$ cat config.mk
export PLATFORM = sky130hd
export DESIGN_NAME = scope_waveform_block_deframer
export DESIGN_NICKNAME = d
export VERILOG_FILES = /design/src/rtl/core/swbd_pkg.sv /design/src/rtl/core/scope_waveform_block_deframer.sv /design/src/rtl/core/swbd_parser.sv
export SDC_FILE = /design/constraint.sdc
export NUM_CORES = 1
export LEC_CHECK = 0
export ABC_CLOCK_PERIOD_IN_PS = 10100
export BUFFER_PORTS_ARGS = -buffer_cell sky130_fd_sc_hd__buf_4
export CELL_PAD_IN_SITES_DETAIL_PLACEMENT = 0
export CELL_PAD_IN_SITES_GLOBAL_PLACEMENT = 1
export CORE_AREA = 2 2 131 133
export CTS_BUF_LIST = sky130_fd_sc_hd__clkbuf_16
export CTS_CLUSTER_SIZE = 30
export DETAILED_ROUTE_END_ITERATION = 16
export DIE_AREA = 0 0 133 135
export PLACE_DENSITY = 0.94
export SLEW_MARGIN = 15
export SYNTH_ARGS = -nofsm -noshare
export SYNTH_HDL_FRONTEND = slang
export SYNTH_SLANG_ARGS = --single-unit
$ cat constraint.sdc
create_clock -name i_clk -period 10.1 [get_ports i_clk]
set_input_delay 1.515 -clock i_clk [delete_from_list [all_inputs] [get_ports i_clk]]
set_output_delay 1.515 -clock i_clk [all_outputs]
set_load 0.03 [all_outputs]
$ cat src/rtl/core/swbd_pkg.sv
// Shared types and constants for the scope waveform block deframer.
`timescale 1ns / 1ps

package swbd_pkg;

    // Parser phases
    typedef enum logic [2:0] {
        PH_HUNT = 3'd0,
        PH_LEN  = 3'd1,
        PH_SIZE = 3'd2,
        PH_RATE = 3'd3,
        PH_CHAN = 3'd4,
        PH_RESV = 3'd5,
        PH_DATA = 3'd6
    } t_phase;

    // Result kinds
    localparam logic [1:0] KIND_RATE   = 2'd0;
    localparam logic [1:0] KIND_CHAN   = 2'd1;
    localparam logic [1:0] KIND_SAMPLE = 2'd2;
    localparam logic [1:0] KIND_ERROR  = 2'd3;

    // Error codes
    localparam logic [1:0] ERR_LEN_DIGIT  = 2'd0;
    localparam logic [1:0] ERR_SIZE_DIGIT = 2'd1;
    localparam logic [1:0] ERR_SIZE_SHORT = 2'd2;

    // Framing characters
    localparam logic [7:0] CH_HASH = 8'h23;
    localparam logic [7:0] CH_ZERO = 8'h30;
    localparam logic [7:0] CH_FOUR = 8'h34;
    localparam logic [7:0] CH_FIVE = 8'h35;
    localparam logic [7:0] CH_SIX  = 8'h36;
    localparam logic [7:0] CH_NINE = 8'h39;

    // Header bytes counted in the block size
    localparam logic [19:0] HEADER_BYTES = 20'd8;

    // One result item
    typedef struct packed {
        logic [1:0]         kind;
        logic [31:0]        rate_bits;
        logic [7:0]         channel_code;
        logic signed [15:0] sample;
        logic               last_in_block;
        logic [1:0]         error_code;
    } t_result;

endpackage

$ cat src/rtl/core/scope_waveform_block_deframer.sv
// Top level: input register, block parser and output register.
// A byte accepted into the input register gives its result at o_valid from the output register.
// Throughput: one byte per cycle while i_stall is low; the input and output registers each take
// a new request whenever the next stage is moving, so back-to-back bytes flow without gaps.
// Bytes that cause no result pass through and leave the output register unchanged.
// Reset (synchronous, active low) empties both registers and returns the parser to hunting.
`timescale 1ns / 1ps

module scope_waveform_block_deframer (
    input  logic               i_clk,
    input  logic               i_rst_n,
    input  logic               i_valid,
    output logic               o_stall,
    input  logic [7:0]         i_rx_byte,
    output logic               o_valid,
    input  logic               i_stall,
    output logic [1:0]         o_kind,
    output logic [31:0]        o_rate_bits,
    output logic [7:0]         o_channel_code,
    output logic signed [15:0] o_sample,
    output logic               o_last_in_block,
    output logic [1:0]         o_error_code
);
    import swbd_pkg::*;

    logic       r_in_vld;
    logic [7:0] r_in_byte;
    logic       r_out_vld;
    t_result    r_out;

    logic       advance;
    logic       res_vld;
    t_result    res;

    // Process the held byte when the output register can take a request
    assign advance = r_in_vld && (!r_out_vld || !i_stall);
    assign o_stall = r_in_vld && !advance;

    // Input register
    always_ff @(posedge i_clk) begin
        if (!i_rst_n) begin
            r_in_vld <= 1'b0;
        end else if (!o_stall) begin
            r_in_vld <= i_valid;
        end
    end

    always_ff @(posedge i_clk) begin
        if (!o_stall && i_valid) begin
            r_in_byte <= i_rx_byte;
        end
    end

    swbd_parser u_parser (
        .i_clk     (i_clk),
        .i_rst_n   (i_rst_n),
        .i_en      (advance),
        .i_byte    (r_in_byte),
        .o_res_vld (res_vld),
        .o_res     (res)
    );

    // Output register: load a new result, drop a taken one
    always_ff @(posedge i_clk) begin
        if (!i_rst_n) begin
            r_out_vld <= 1'b0;
        end else if (advance && res_vld) begin
            r_out_vld <= 1'b1;
        end else if (!i_stall) begin
            r_out_vld <= 1'b0;
        end
    end

    always_ff @(posedge i_clk) begin
        if (advance && res_vld) begin
            r_out <= res;
        end
    end

    assign o_valid         = r_out_vld;
    assign o_kind          = r_out.kind;
    assign o_rate_bits     = r_out.rate_bits;
    assign o_channel_code  = r_out.channel_code;
    assign o_sample        = r_out.sample;
    assign o_last_in_block = r_out.last_in_block;
    assign o_error_code    = r_out.error_code;

endmodule

$ cat src/rtl/core/swbd_parser.sv
// Block parser: phase state and the per-byte update that forms results.
`timescale 1ns / 1ps

module swbd_parser (
    input  logic             i_clk,
    input  logic             i_rst_n,
    input  logic             i_en,
    input  logic [7:0]       i_byte,
    output logic             o_res_vld,
    output swbd_pkg::t_result o_res
);
    import swbd_pkg::*;

    t_phase      r_phase,  n_phase;
    logic [2:0]  r_digits, n_digits;
    logic [19:0] r_size,   n_size;
    logic [19:0] r_bytes,  n_bytes;
    logic [23:0] r_rate,   n_rate;
    logic [7:0]  r_high,   n_high;

    logic [19:0] acc;
    logic [19:0] bytes_dec;
    logic [2:0]  digits_dec;

    // Size times ten plus the new digit, wrapping at 20 bits
    assign acc = {r_size[16:0], 3'b000} + {r_size[18:0], 1'b0} + {16'd0, i_byte[3:0]};
    assign bytes_dec  = r_bytes - 20'd1;
    assign digits_dec = r_digits - 3'd1;

    // Advance the parser by one byte
    always_comb begin
        n_phase   = r_phase;
        n_digits  = r_digits;
        n_size    = r_size;
        n_bytes   = r_bytes;
        n_rate    = r_rate;
        n_high    = r_high;
        o_res_vld = 1'b0;
        o_res     = '0;
        case (r_phase)
            PH_LEN: begin
                if (i_byte inside {CH_FOUR, CH_FIVE, CH_SIX}) begin
                    n_digits = i_byte[2:0];
                    n_size   = '0;
                    n_phase  = PH_SIZE;
                end else begin
                    o_res_vld        = 1'b1;
                    o_res.kind       = KIND_ERROR;
                    o_res.error_code = ERR_LEN_DIGIT;
                    n_phase          = PH_HUNT;
                end
            end
            PH_SIZE: begin
                if (!(i_byte inside {[CH_ZERO:CH_NINE]})) begin
                    o_res_vld        = 1'b1;
                    o_res.kind       = KIND_ERROR;
                    o_res.error_code = ERR_SIZE_DIGIT;
                    n_phase          = PH_HUNT;
                end else begin
                    n_size   = acc;
                    n_digits = digits_dec;
                    if (digits_dec == 3'd0) begin
                        if (acc < HEADER_BYTES) begin
                            o_res_vld        = 1'b1;
                            o_res.kind       = KIND_ERROR;
                            o_res.error_code = ERR_SIZE_SHORT;
                            n_phase          = PH_HUNT;
                        end else begin
                            n_bytes = acc - HEADER_BYTES;
                            n_rate  = '0;
                            n_phase = PH_RATE;
                        end
                    end
                end
            end
            PH_RATE: begin
                if (r_digits < 3'd3) begin
                    n_rate   = {r_rate[15:0], i_byte};
                    n_digits = r_digits + 3'd1;
                end else begin
                    o_res_vld       = 1'b1;
                    o_res.kind      = KIND_RATE;
                    o_res.rate_bits = {r_rate, i_byte};
                    n_digits        = '0;
                    n_phase         = PH_CHAN;
                end
            end
            PH_CHAN: begin
                o_res_vld          = 1'b1;
                o_res.kind         = KIND_CHAN;
                o_res.channel_code = i_byte;
                n_digits           = 3'd3;
                n_phase            = PH_RESV;
            end
            PH_RESV: begin
                n_digits = digits_dec;
                if (digits_dec == 3'd0) begin
                    n_phase = (r_bytes == 20'd0) ? PH_HUNT : PH_DATA;
                end
            end
            PH_DATA: begin
                if (r_digits == 3'd0) begin
                    // Drop a lone trailing byte, else hold the high byte
                    if (r_bytes <= 20'd1) begin
                        n_bytes = '0;
                        n_phase = PH_HUNT;
                    end else begin
                        n_high   = i_byte;
                        n_digits = 3'd1;
                        n_bytes  = bytes_dec;
                    end
                end else begin
                    n_bytes             = bytes_dec;
                    n_digits            = '0;
                    o_res_vld           = 1'b1;
                    o_res.kind          = KIND_SAMPLE;
                    o_res.sample        = {r_high, i_byte};
                    o_res.last_in_block = (bytes_dec < 20'd2);
                    if (bytes_dec == 20'd0) begin
                        n_phase = PH_HUNT;
                    end
                end
            end
            default: begin
                n_phase = (i_byte == CH_HASH) ? PH_LEN : PH_HUNT;
            end
        endcase
    end

    // Update state on each processed byte
    always_ff @(posedge i_clk) begin
        if (!i_rst_n) begin
            r_phase  <= PH_HUNT;
            r_digits <= '0;
            r_size   <= '0;
            r_bytes  <= '0;
            r_rate   <= '0;
            r_high   <= '0;
        end else if (i_en) begin
            r_phase  <= n_phase;
            r_digits <= n_digits;
            r_size   <= n_size;
            r_bytes  <= n_bytes;
            r_rate   <= n_rate;
            r_high   <= n_high;
        end
    end

    // Channel byte always leads into three reserved bytes
    a_chan_to_resv: assert property (@(posedge i_clk) disable iff (!i_rst_n)
        (i_en && r_phase == PH_CHAN) |=> (r_phase == PH_RESV && r_digits == 3'd3))
        else $error("channel byte did not start reserved bytes");

    // A high byte is held whenever more than one data byte remains
    a_pair_hold: assert property (@(posedge i_clk) disable iff (!i_rst_n)
        (i_en && r_phase == PH_DATA && r_digits == 3'd0 && r_bytes > 20'd1)
        |=> (r_phase == PH_DATA && r_digits == 3'd1))
        else $error("sample high byte not held");

    // State moves only on a processed byte
    a_hold_idle: assert property (@(posedge i_clk) disable iff (!i_rst_n)
        !i_en |=> ($stable(r_phase) && $stable(r_bytes)))
        else $error("parser state changed without a byte");

endmodule
* Word-level counts from Yosys, hierarchy flattened *
Cells that the tools add are included.
W data, S select, Z words.

operators by class
  reduce and logical (&&, ||, !) cells = 28
  bitwise logic cells = 3
  magnitude comparators = 6
  add/sub/neg operators = 6
  muxes and demuxes = 50
  equal/unequal tests = 22

operators with widths
  cell                     number
  $mux W20                 5
  $mux W24                 4
  $pmux W24 S2             1
  $logic_not A20 Y1        2
  $pmux W20 S2             1
  $mux W3                  13
  $mux W19                 2
  $pmux W19 S2             1
  $pmux W3 S6              2
  $eq A8 B6 Y1 const B     4
  $add A20 B20 Y20         1
  $add A20 B4 Y20          1
  $le A20 B1 Y1 const B    1
  $lt A20 B2 Y1 const B    1
  $lt A20 B4 Y1 const B    1
  $sub A20 B1 Y20 const B  1
  $sub A20 B4 Y20 const B  1
  $mux W2                  8
  $ne A2 B1 Y1 const B     6
  $reduce_and A6 Y1        2
  $mux W1                  11
  $pmux W2 S5              1
  $reduce_and A5 Y1        2
  $eq A3 B3 Y1 const B     3
  other kinds (22)         40

storage, ports and cells
  bits in registers = 148
  output and inout port bits = 63
  logic and storage cells = 131

* Depth between registers and ports, before layout *
Gate-level depths: netlist (run 1).

  depth after elaboration = 9
  mapped depth = 16
  mapped depth without buffers = 14

* Modules after synthesis *
From an unflattened synthesis (run 1), not the netlist that was laid out.

second synthesis, totals
  cell total of the unflattened synthesis = 891
  area, all modules = 8,361.8 um2

modules (own cells, without submodules)
  module                         times used  cells each  area each (um2)
  swbd_parser                    1           812         6,198.4
  scope_waveform_block_deframer  1           79          2,163.3

* Worst setup path before layout (run 1) *
Ideal clock, no wire load.

  kind = register -> register
  from = register r_in_byte[3]
  to = register r_out, in the netlist o_channel_code[0], enable pin
  setup slack = 3.325 ns
  data required time = 9.619 ns
  cell stages (with the launch flop) = 15
  period minus slack after synthesis = 6.775 ns
  arrival time = 6.294 ns
  setup time = 0.481 ns
  path through = edfxtp_1 -> inv_1 -> fa_1 -> inv_1 -> ha_1 -> a211oi_2 -> nor2_1 -> or4b_1 -> a221oi_2 -> or3b_4 -> nor3_4 -> nand3_1 -> o21a_1 -> nor4b_1 -> nor2_1

on the way
  cells in the longest elaborated chain, start to end = 7
  elaborated cells between the ends (all ways) = 15
  classes of those cells = 1 x add/sub; 3 x order compare; 3 x eq/ne; 5 x mux; 3 x reduce/logical

RTL lines
  item                    line                                 source
  start, declared         scope_waveform_block_deframer.sv:27  logic [7:0] r_in_byte;
  start signal, assigned  scope_waveform_block_deframer.sv:50  r_in_byte <= i_rx_byte;
  $add A20 B4 Y20         swbd_parser.sv:26                    assign acc = {r_size[16:0], 3'b000} + {r_size[18:0], 1'b0} + {16'd0, i_byte[3:0]};
  $lt A20 B4 Y1           swbd_parser.sv:63                    if (acc < HEADER_BYTES) begin
  $mux W1                 swbd_parser.sv:63
  $mux W1                 swbd_parser.sv:62                    if (digits_dec == 3'd0) begin
  $mux W1                 swbd_parser.sv:54                    if (!(i_byte inside {[CH_ZERO:CH_NINE]})) begin
  $pmux W1 S5 *           swbd_parser.sv:40                    case (r_phase)
  $logic_and A1 B1 Y1 *   scope_waveform_block_deframer.sv:75  if (advance && res_vld) begin
  end signal, assigned    scope_waveform_block_deframer.sv:76  r_out <= res;
  end, declared           scope_waveform_block_deframer.sv:29  t_result r_out;

Every way passes the cells marked *; elsewhere a longest branch is shown, timed or not.
A chain may end at the register's enable or synchronous reset.

* Final worst setup path (run 1) *
  from = register r_in_byte[3]
  to = register r_out, in the netlist o_kind[0], enable pin

Same word-level chain as after synthesis.

==> results of run 1 <==
## registers in the layout, indices dropped and copies added, names as in the netlist
name               count
u_parser.r_digits      3
u_parser.r_high        8
o_kind                 2
u_parser.r_phase       3
u_parser.r_bytes      20
o_last_in_block        1
r_in_byte              8
o_valid                1
o_rate_bits           32
o_error_code           2
u_parser.r_rate       24
o_channel_code         8
o_sample              16
u_parser.r_size       19
r_in_vld               1
## logic make-up after synthesis
| logic type | synth area share |
|---|---|
| AO/OA/AOI/OAI | 0.1777 |
| XOR/XNOR | 0.03105 |
| adder cells (fa/ha/maj) | 0.06912 |
| buffers and inverters | 0.03869 |
| flip-flops | 0.4466 |
| multiplexers | 0.01361 |
| AND/OR/NAND/NOR | 0.2233 |
## stage by stage
| stage | instance area [um2] | cells | util | hold slack (ns) |
|---|---|---|---|---|
| 2_1_floorplan | 8182 | 880 | - | 0.4516 |
| 3_3_place_gp | 8867 | 1130 | 0.5405 | 0.4627 |
| 3_5_place_dp | 8867 | 1130 | 0.5405 | 0.4713 |
| 4_1_cts | 9470 | 1162 | 0.5772 | 0.4894 |
| 5_1_grt | 9470 | 1162 | 0.5772 | 0.5151 |
| 6_report | 9470 | 1162 | 0.5772 | 0.4845 |
## worst max-delay path: stages (launching register included)
cell	delay [ns]
sky130_fd_sc_hd__edfxtp_1	0.40
sky130_fd_sc_hd__inv_1	0.13
sky130_fd_sc_hd__fa_1	0.60
sky130_fd_sc_hd__inv_1	0.06
sky130_fd_sc_hd__ha_1	0.29
sky130_fd_sc_hd__a211oi_2	0.31
sky130_fd_sc_hd__nor2_1	0.13
sky130_fd_sc_hd__or4b_1	0.53
sky130_fd_sc_hd__a221oi_2	0.39
sky130_fd_sc_hd__or3b_4	0.46
sky130_fd_sc_hd__nor3_4	0.23
sky130_fd_sc_hd__nand3_1	0.19
sky130_fd_sc_hd__o21a_1	0.26
sky130_fd_sc_hd__nor4b_1	0.19
sky130_fd_sc_hd__nor2_4	0.59
sky130_fd_sc_hd__buf_4	0.52
## routing by layer
| layer | vias up | track usage | wire length (um) |
|---|---|---|---|
| met5 | - | 0 | 0 |
| met4 | 0 | 0.06810 | 254 |
| met3 | 21 | 0.03641 | 1187 |
| met2 | 219 | 0.3903 | 9687 |
| met1 | 3149 | 0.2987 | 9019 |
| li1 | 3303 | - | - |
## cell usage in the layout (no fill, tap or decap), types with 5 or more instances in the layout
| master | count |
|---|---|
| sky130_fd_sc_hd__a211oi_1 | 7 |
| sky130_fd_sc_hd__a21o_1 | 10 |
| sky130_fd_sc_hd__a21oi_1 | 54 |
| sky130_fd_sc_hd__a22oi_1 | 41 |
| sky130_fd_sc_hd__a31oi_1 | 6 |
| sky130_fd_sc_hd__and2_1 | 37 |
| sky130_fd_sc_hd__and3_1 | 31 |
| sky130_fd_sc_hd__buf_4 | 85 |
| sky130_fd_sc_hd__clkbuf_16 | 17 |
| sky130_fd_sc_hd__dfxtp_1 | 79 |
| sky130_fd_sc_hd__edfxtp_1 | 69 |
| sky130_fd_sc_hd__ha_1 | 42 |
| sky130_fd_sc_hd__inv_1 | 19 |
| sky130_fd_sc_hd__mux2i_1 | 10 |
| sky130_fd_sc_hd__nand2_1 | 56 |
| sky130_fd_sc_hd__nand2b_1 | 18 |
| sky130_fd_sc_hd__nand3_1 | 11 |
| sky130_fd_sc_hd__nand4_1 | 5 |
| sky130_fd_sc_hd__nor2_1 | 121 |
| sky130_fd_sc_hd__nor2b_1 | 7 |
| sky130_fd_sc_hd__nor3_1 | 23 |
| sky130_fd_sc_hd__nor4_1 | 8 |
| sky130_fd_sc_hd__nor4_2 | 5 |
| sky130_fd_sc_hd__o211ai_1 | 11 |
| sky130_fd_sc_hd__o21ai_0 | 27 |
| sky130_fd_sc_hd__o21ai_1 | 8 |
| sky130_fd_sc_hd__o22ai_1 | 8 |
| sky130_fd_sc_hd__o31ai_1 | 9 |
| sky130_fd_sc_hd__or2_2 | 5 |
| sky130_fd_sc_hd__or3_1 | 7 |
| sky130_fd_sc_hd__xnor2_1 | 14 |
| sky130_fd_sc_hd__xor2_1 | 15 |
## worst max-delay path by stage
stage | start | end | slack (ns)
3_3_place_gp | r_in_byte[3] | o_sample[14] | 4.68
5_1_grt | r_in_byte[3] | o_kind[0] | 4.03
3_5_place_dp | r_in_byte[3] | o_sample[14] | 4.49
2_1_floorplan | r_in_byte[3] | o_channel_code[0] | 3.32
6_report | r_in_byte[3] | o_kind[0] | 4.44
4_1_cts | r_in_byte[3] | o_channel_code[6] | 4.45
## where the power goes
part	switching [uW]	internal (uW)	leakage, uW
Sequential	8.08	630	0.00131
Clock	293	336	0.000291
Combinational	35.5	18.2	0.00226
Total	337	984	0.00386
## area by class of cell
type                            count  area (um2)
Clock buffer                       17       425.4
Clock inverter                     15       177.7
Fill cell                        1455        6937
Inverter                           20       75.07
Multi-Input combinational cell    657        4225
Sequential cell                   148        3654
Tap cell                          220       275.3
Timing Repair Buffer               85       638.1
==> parameters.txt, run 1 <==
Parameter                              Value

Detailed routing
  WL per Instance ... ~17 um
  Number of search-and-repair iterations in the first detailed-routing pass ... 8
  Total vias in the final route ... ~6700
  Remaining design rule violation count ... 0
  Iteration-0 DRC Markers ... 530
  Routed wire length ... 20150 um
  Antenna Violating Nets Remaining ... 0
  Vias per std cell ... 5.759

Worst setup path
  Crit path max fanout ... 37
  Start-to-end type of the worst setup path ... reg2reg
  Slack of the worst reg-to-reg path ... 4.44 ns
  Arrival time of the worst setup path ... between 5 and 6 ns
  Required time at the worst-slack endpoint ... 10.17 ns
  Destination of the worst register-to-register timing path ... o_kind[0]
  Reg2Reg Launch Point ... r_in_byte[3]
  Startpoint kind of the worst setup timing path ... register
  Type of destination of the critical path ... register
  Reg2Reg Depth ... 15

Finish
  Share of post-route cells with drive strength above 1 ... 0.1529
  Number of inserted diodes ... 0
  Final nets ... 985
  Area grow syn2layout ... 15.75%

Clock tree
  Number of clock sinks seen by CTS ... around 150
  Max H-tree Level ... 4
  Post CTS Setup Buffer Count ... 0
  Clk slew on worst S/H paths ... 0.07 ns
  TritonCTS clock tree ... yes
  Post-cts repair resize count ... 0
  Buffer levels on the longest clock path ... 2
  Hold-fix buffers, CTS ... 0
  Cell chosen for the clock root ... sky130_fd_sc_hd__clkbuf_16
  Total CTS buffers ... 17
  Clock insertion delay at the later pin of the skew report ... 0.43 ns

STA
  Achievable Freq ... 176.6 MHz
  Final setup vio count ... 0
  Setup TNS ... 0 ns
  Slew at the pin with the worst max-slew slack ... 1.126 ns
  Worst Clk Skew ... 0.01251 ns
  Relative slew slack ... 0.2492
  Final count of pins violating max slew ... 0
  Unrepaired setup endpoints after global routing ... false
  Final worst-path setup slack ... between 4 and 5 ns
  Portion of the clock cycle consumed by the worst path in the final layout ... 0.5605
  Number of hold violations in the final report ... 0
  Final critical-path required period ... 5.661 ns

Floorplan
  Die width ... between 100 and 150 um
  Placeable core region ... 16410 um2
  Full die area ... 17960 um2
  Die Span Y ... 135 um
  Placement Rows ... 47
  Starting utilization of the core area ... 0.4987
  Number of top-level pins ... 75

Place
  Input/output buffers ... 74
  Weighted congestion at the end of routability-driven global placement ... between 0.9 and 1
  Minimum setup slack after placement ... around 4.5 ns
  Detailed placer's ending HPWL ... roughly 14000 um

Run
  # Max-Cap Violations ... 0

Yosys
  Commonest cells post-synth ... 122 x sky130_fd_sc_hd__nor2_1, 79 x sky130_fd_sc_hd__dfxtp_1, 69 x sky130_fd_sc_hd__edfxtp_1
  Cell taking the most area after synthesis ... sky130_fd_sc_hd__edfxtp_1
  Netlist area before placement ... 8182 um2
  Cell count after synthesis ... 880
  Largest cells by area after synthesis ... sky130_fd_sc_hd__edfxtp_1 25%, sky130_fd_sc_hd__dfxtp_1 19%, sky130_fd_sc_hd__ha_1 6.4%, sky130_fd_sc_hd__nor2_1 5.6%, sky130_fd_sc_hd__a22oi_1 3.8%
  Post-synth top area share ... 0.2532
  Dominant cell by count in the synthesized netlist ... sky130_fd_sc_hd__nor2_1
  Ys async rst share ... 0
  Number of synthesized register bits ... 148
  Synthesized area per cell ... between 9 and 10 um2
  Portion of the post-synthesis area used by sequential elements ... 0.4466
  Total number of yosys warnings ... 0
  Post-Synthesis Net Count ... between 900 and 1000
  Yosys cell types ... 71
  Most common flop cell mapped by yosys ... sky130_fd_sc_hd__dfxtp_1
  Number of synthesized flops with an enable pin ... 69

Global route
  Maximum number of pins on one net before global-route repair ... 76
  Global route overflow ... 0
  Number of global-route vias before repair ... 6221
  Wire length of the first global-routing pass ... about 32000 um
  All-layer global routing usage ... 0.2279
  Antenna violations before repair ... 0

Pwr
  Power per standard cell area ... 139.4 nW/um2
  Worst IR Drop VDD ... around 0.14 mV
  Pwr Total ... 1320 uW
  Leakage power summed over all cells ... 0.003856 uW

Hold path
  Worst hold path endpoint ... u_parser.r_high[1]
  Start point of the worst min-delay path ... u_parser.r_high[1]
  Hold Path Depth ... 2
  Type of the worst min-delay path ... reg2reg

Run status
  Result of the run ... completed
Note: power is estimated with default switching activity, not from simulation.
==> inputs of run 2 (changes only) <==
--- a/config.mk
+++ b/config.mk
@@ -5,16 +5,17 @@
 export SDC_FILE = /design/constraint.sdc
 export NUM_CORES = 1
 export LEC_CHECK = 0
-export ABC_CLOCK_PERIOD_IN_PS = 10100
+export ABC_AREA = 1
+export ABC_CLOCK_PERIOD_IN_PS = 5100
 export BUFFER_PORTS_ARGS = -buffer_cell sky130_fd_sc_hd__buf_4
 export CELL_PAD_IN_SITES_DETAIL_PLACEMENT = 0
 export CELL_PAD_IN_SITES_GLOBAL_PLACEMENT = 1
-export CORE_AREA = 2 2 131 133
+export CORE_AREA = 2 2 151 153
 export CTS_BUF_LIST = sky130_fd_sc_hd__clkbuf_16
 export CTS_CLUSTER_SIZE = 30
 export DETAILED_ROUTE_END_ITERATION = 16
-export DIE_AREA = 0 0 133 135
-export PLACE_DENSITY = 0.94
+export DIE_AREA = 0 0 153 155
+export PLACE_DENSITY = 0.86
 export SLEW_MARGIN = 15
 export SYNTH_ARGS = -nofsm -noshare
 export SYNTH_HDL_FRONTEND = slang
==> constraint.sdc (replaced) <==
create_clock -name i_clk -period 5.1 [get_ports i_clk]
set_input_delay 0.765 -clock i_clk [delete_from_list [all_inputs] [get_ports i_clk]]
set_output_delay 0.765 -clock i_clk [all_outputs]
set_load 0.03 [all_outputs]
==> run 2 against run 1 <==
  * Critical endpoint is now u_parser.r_rate[13]
  * First-iteration DRC count decreased by 3.2%
  * Clock skew is 0.00060 ns higher
  * Highest routed layer unchanged
  * Largest power group unchanged
  * Setup slack got worse by 3.5 ns
==> parameters.txt, run 2 <==
Parameter                              Value

Yosys
  Most common flop cell mapped by yosys ... sky130_fd_sc_hd__dfxtp_1
  Total number of yosys warnings ... 0
  Commonest cells post-synth ... 365 x sky130_fd_sc_hd__nand2_1, 203 x sky130_fd_sc_hd__nor2_1, 167 x sky130_fd_sc_hd__inv_1
  Synthesized area per cell ... a little over 7 um2
  Post-Synthesis Net Count ... 1285
  Largest cells by area after synthesis ... sky130_fd_sc_hd__edfxtp_1 24%, sky130_fd_sc_hd__dfxtp_1 18%, sky130_fd_sc_hd__nand2_1 16%, sky130_fd_sc_hd__nor2_1 8.7%, sky130_fd_sc_hd__inv_1 7.2%
  Netlist area before placement ... 8753 um2
  Ys async rst share ... 0
  Cell count after synthesis ... 1229
  Number of synthesized flops with an enable pin ... between 60 and 70
  Cell taking the most area after synthesis ... sky130_fd_sc_hd__edfxtp_1
  Number of synthesized register bits ... roughly 150
  Dominant cell by count in the synthesized netlist ... sky130_fd_sc_hd__nand2_1
  Portion of the post-synthesis area used by sequential elements ... 0.4174
  Post-synth top area share ... 0.2367
  Yosys cell types ... between 40 and 50

Worst setup path
  Family of cells with the greatest summed delay on the critical path ... simple AND/OR/NAND/NOR gates
  Peak per-stage delay on the critical path ... a little over 0.6 ns
  Slowest library cell on the worst path ... sky130_fd_sc_hd__nand3_2
  Bufs and invs on worst path ... 2
  Most Frequent Cell on Critical Path ... sky130_fd_sc_hd__nand2_1
  Required time at the worst-slack endpoint ... between 5 and 6 ns
  Start-to-end type of the worst setup path ... reg2reg
  Type of destination of the critical path ... register
  Crit path max fanout ... 31
  Sequence of cells on the critical path ... ha_1 > ha_1 > inv_1 > fa_1 > inv_2 > nand3_1 > nand2_1 > nand2_1 > nand2_1 > nand2_1 > nand2_1 > nand2_1 > nand2_1 > nand2_1 > nor2_2 > nand4_4 > nand3_2 > nand2_1 > nand2_1 > nor2_1
  Arrival time of the worst setup path ... around 4.4 ns
  Startpoint kind of the worst setup timing path ... register

Detailed routing
  Vias per std cell ... about 5
  WL per Instance ... 14.03 um
  Remaining design rule violation count ... 0
  Total vias in the final route ... 7856
  Antenna Violating Nets Remaining ... 0
  Iteration-0 DRC Markers ... 513
  Routed wire length ... 22360 um
  Number of search-and-repair iterations in the first detailed-routing pass ... 5

STA
  Number of hold violations in the final report ... 0
  Setup TNS ... 0 ns
  Unrepaired setup endpoints after global routing ... false
  Slew at the pin with the worst max-slew slack ... 1.010 ns
  Relative slew slack ... 0.3264
  Final setup vio count ... 0
  Portion of the clock cycle consumed by the worst path in the final layout ... 0.8098
  Final critical-path required period ... 4.130 ns
  Hold WS ... 0.4807 ns
  Achievable Freq ... around 240 MHz
  Final count of pins violating max slew ... 0
  Worst Clk Skew ... about 0.013 ns

Clock tree
  Total CTS buffers ... 17
  Clk slew on worst S/H paths ... 0.07 ns
  Max H-tree Level ... 4
  Buffer levels on the longest clock path ... 2
  Hold-fix buffers, CTS ... 0
  TritonCTS clock tree ... yes
  Cell chosen for the clock root ... sky130_fd_sc_hd__clkbuf_16
  Clock insertion delay at the later pin of the skew report ... approximately 0.43 ns
  Post CTS Setup Buffer Count ... 0
  Number of clock sinks seen by CTS ... 148
  Post-cts repair resize count ... 0

Floorplan
  Die Span Y ... 155 um
  Number of top-level pins ... 75
  Die width ... ~150 um
  Starting utilization of the core area ... 0.3938
  Placeable core region ... 22230 um2
  Placement Rows ... 55
  Full die area ... 23720 um2

Finish
  Number of flip-flops under the largest register name ... 32
  Leading cell type in the layout, fill and taps excluded ... sky130_fd_sc_hd__nand2_1
  Area grow syn2layout ... 15.78%
  Final nets ... 1352
  Number of inserted diodes ... 0
  Share of post-route cells with drive strength above 1 ... 0.1054
  Most frequent cells in the layout ... 365 x sky130_fd_sc_hd__nand2_1, 203 x sky130_fd_sc_hd__nor2_1, 166 x sky130_fd_sc_hd__inv_1

Global route
  Wire length of the first global-routing pass ... 37380 um
  Antenna violations before repair ... 0
  Number of global-route vias before repair ... 7504
  Global route overflow ... 0
  Maximum number of pins on one net before global-route repair ... 50
  All-layer global routing usage ... 0.1945

Run status
  Result of the run ... completed

Pwr
  Pwr Total ... 2674 uW
  Leakage power summed over all cells ... 0.005016 uW
  Worst IR Drop VDD ... around 0.19 mV
  Power per standard cell area ... 263.8 nW/um2

Hold path
  Type of the worst min-delay path ... reg2reg

Place
  Weighted congestion at the end of routability-driven global placement ... 0.9147
  Detailed placer's ending HPWL ... ~17000 um
  Input/output buffers ... 74

Run
  # Max-Cap Violations ... 0
-- run 2: cell count changes after synthesis, sizes merged, moves of 31 or more --
cell,previous run,this run
and2,37,1
inv,20,173
a22oi,41,5
nand3,11,57
and3,31,0
nand4,5,44
nand2,57,367
nor2,122,210
-- run 2: report_power, final --
part / internal, uW / switching (uW)
sequential: 1260 / 11.8
combinational: 54.0 / 125
clock: 644 / 580
total: 1960 / 717
-- run 2: layer usage --
metal  wire length, um  vias to the layer above  share of wire  global-route usage
li1                  -                     4050              -                   -
met1             10200                     3553           0.46              0.2574
met2             10540                      213           0.47              0.3237
met3              1056                       40          0.047             0.02841
met4               567                        0          0.025             0.07496
met5                 0                        -              0                   0
-- run 2: logic make-up after synthesis --
logic type | share of synthesized area
XOR/XNOR | 0.01601
buffers and inverters | 0.09934
flip-flops | 0.4174
AO/OA/AOI/OAI | 0.06418
adder cells (fa/ha/maj) | 0.06461
AND/OR/NAND/NOR | 0.3385
-- run 2: final timing paths --
path                                          start                   to  slack, ns  depth (start not counted)
worst min-delay path            u_parser.r_size[17]  u_parser.r_size[17]       0.48                          2
worst max-delay path                   r_in_byte[2]  u_parser.r_rate[13]       0.97                         20
worst max register to register         r_in_byte[2]  u_parser.r_rate[13]       0.97                         20
worst min register to register  u_parser.r_size[17]  u_parser.r_size[17]       0.48                          2
-- run 2: worst register-to-register path, stage by stage, from the launching register on --
cell and delay (ns):
sky130_fd_sc_hd__edfxtp_1 0.50, sky130_fd_sc_hd__ha_1 0.33, sky130_fd_sc_hd__ha_1 0.24, sky130_fd_sc_hd__inv_1 0.08
sky130_fd_sc_hd__fa_1 0.40, sky130_fd_sc_hd__inv_2 0.08, sky130_fd_sc_hd__nand3_1 0.08, sky130_fd_sc_hd__nand2_1 0.11
sky130_fd_sc_hd__nand2_1 0.09, sky130_fd_sc_hd__nand2_1 0.13, sky130_fd_sc_hd__nand2_1 0.09, sky130_fd_sc_hd__nand2_1 0.07
sky130_fd_sc_hd__nand2_1 0.04, sky130_fd_sc_hd__nand2_1 0.13, sky130_fd_sc_hd__nand2_1 0.10, sky130_fd_sc_hd__nor2_2 0.23
sky130_fd_sc_hd__nand4_4 0.46, sky130_fd_sc_hd__nand3_2 0.62, sky130_fd_sc_hd__nand2_1 0.11, sky130_fd_sc_hd__nand2_1 0.09
sky130_fd_sc_hd__nor2_1 0.04
-- run 2: area by class of cell --
| cell class | count | area [um2] |
|---|---|---|
| timing repair buffer | 83 | 635.6 |
| sequential | 148 | 3654 |
| inverter | 185 | 694.4 |
| tap | 285 | 356.6 |
| clock inverter | 15 | 133.9 |
| clock buffer | 17 | 425.4 |
| multi-input combinational | 861 | 4235 |
| fill | 2281 | 12090 |
-- run 2: stage by stage --
step,setup slack (ns),utilization,cell area [um2],instances
final,0.9700,0.4560,10130,1594
after global routing,0.5075,0.4560,10130,1594
after CTS,0.9971,0.4560,10130,1594
after detailed placement,1.014,0.4308,9575,1562
after global placement,1.073,0.4308,9575,1562
after floorplan,0.7509,-,8753,1229
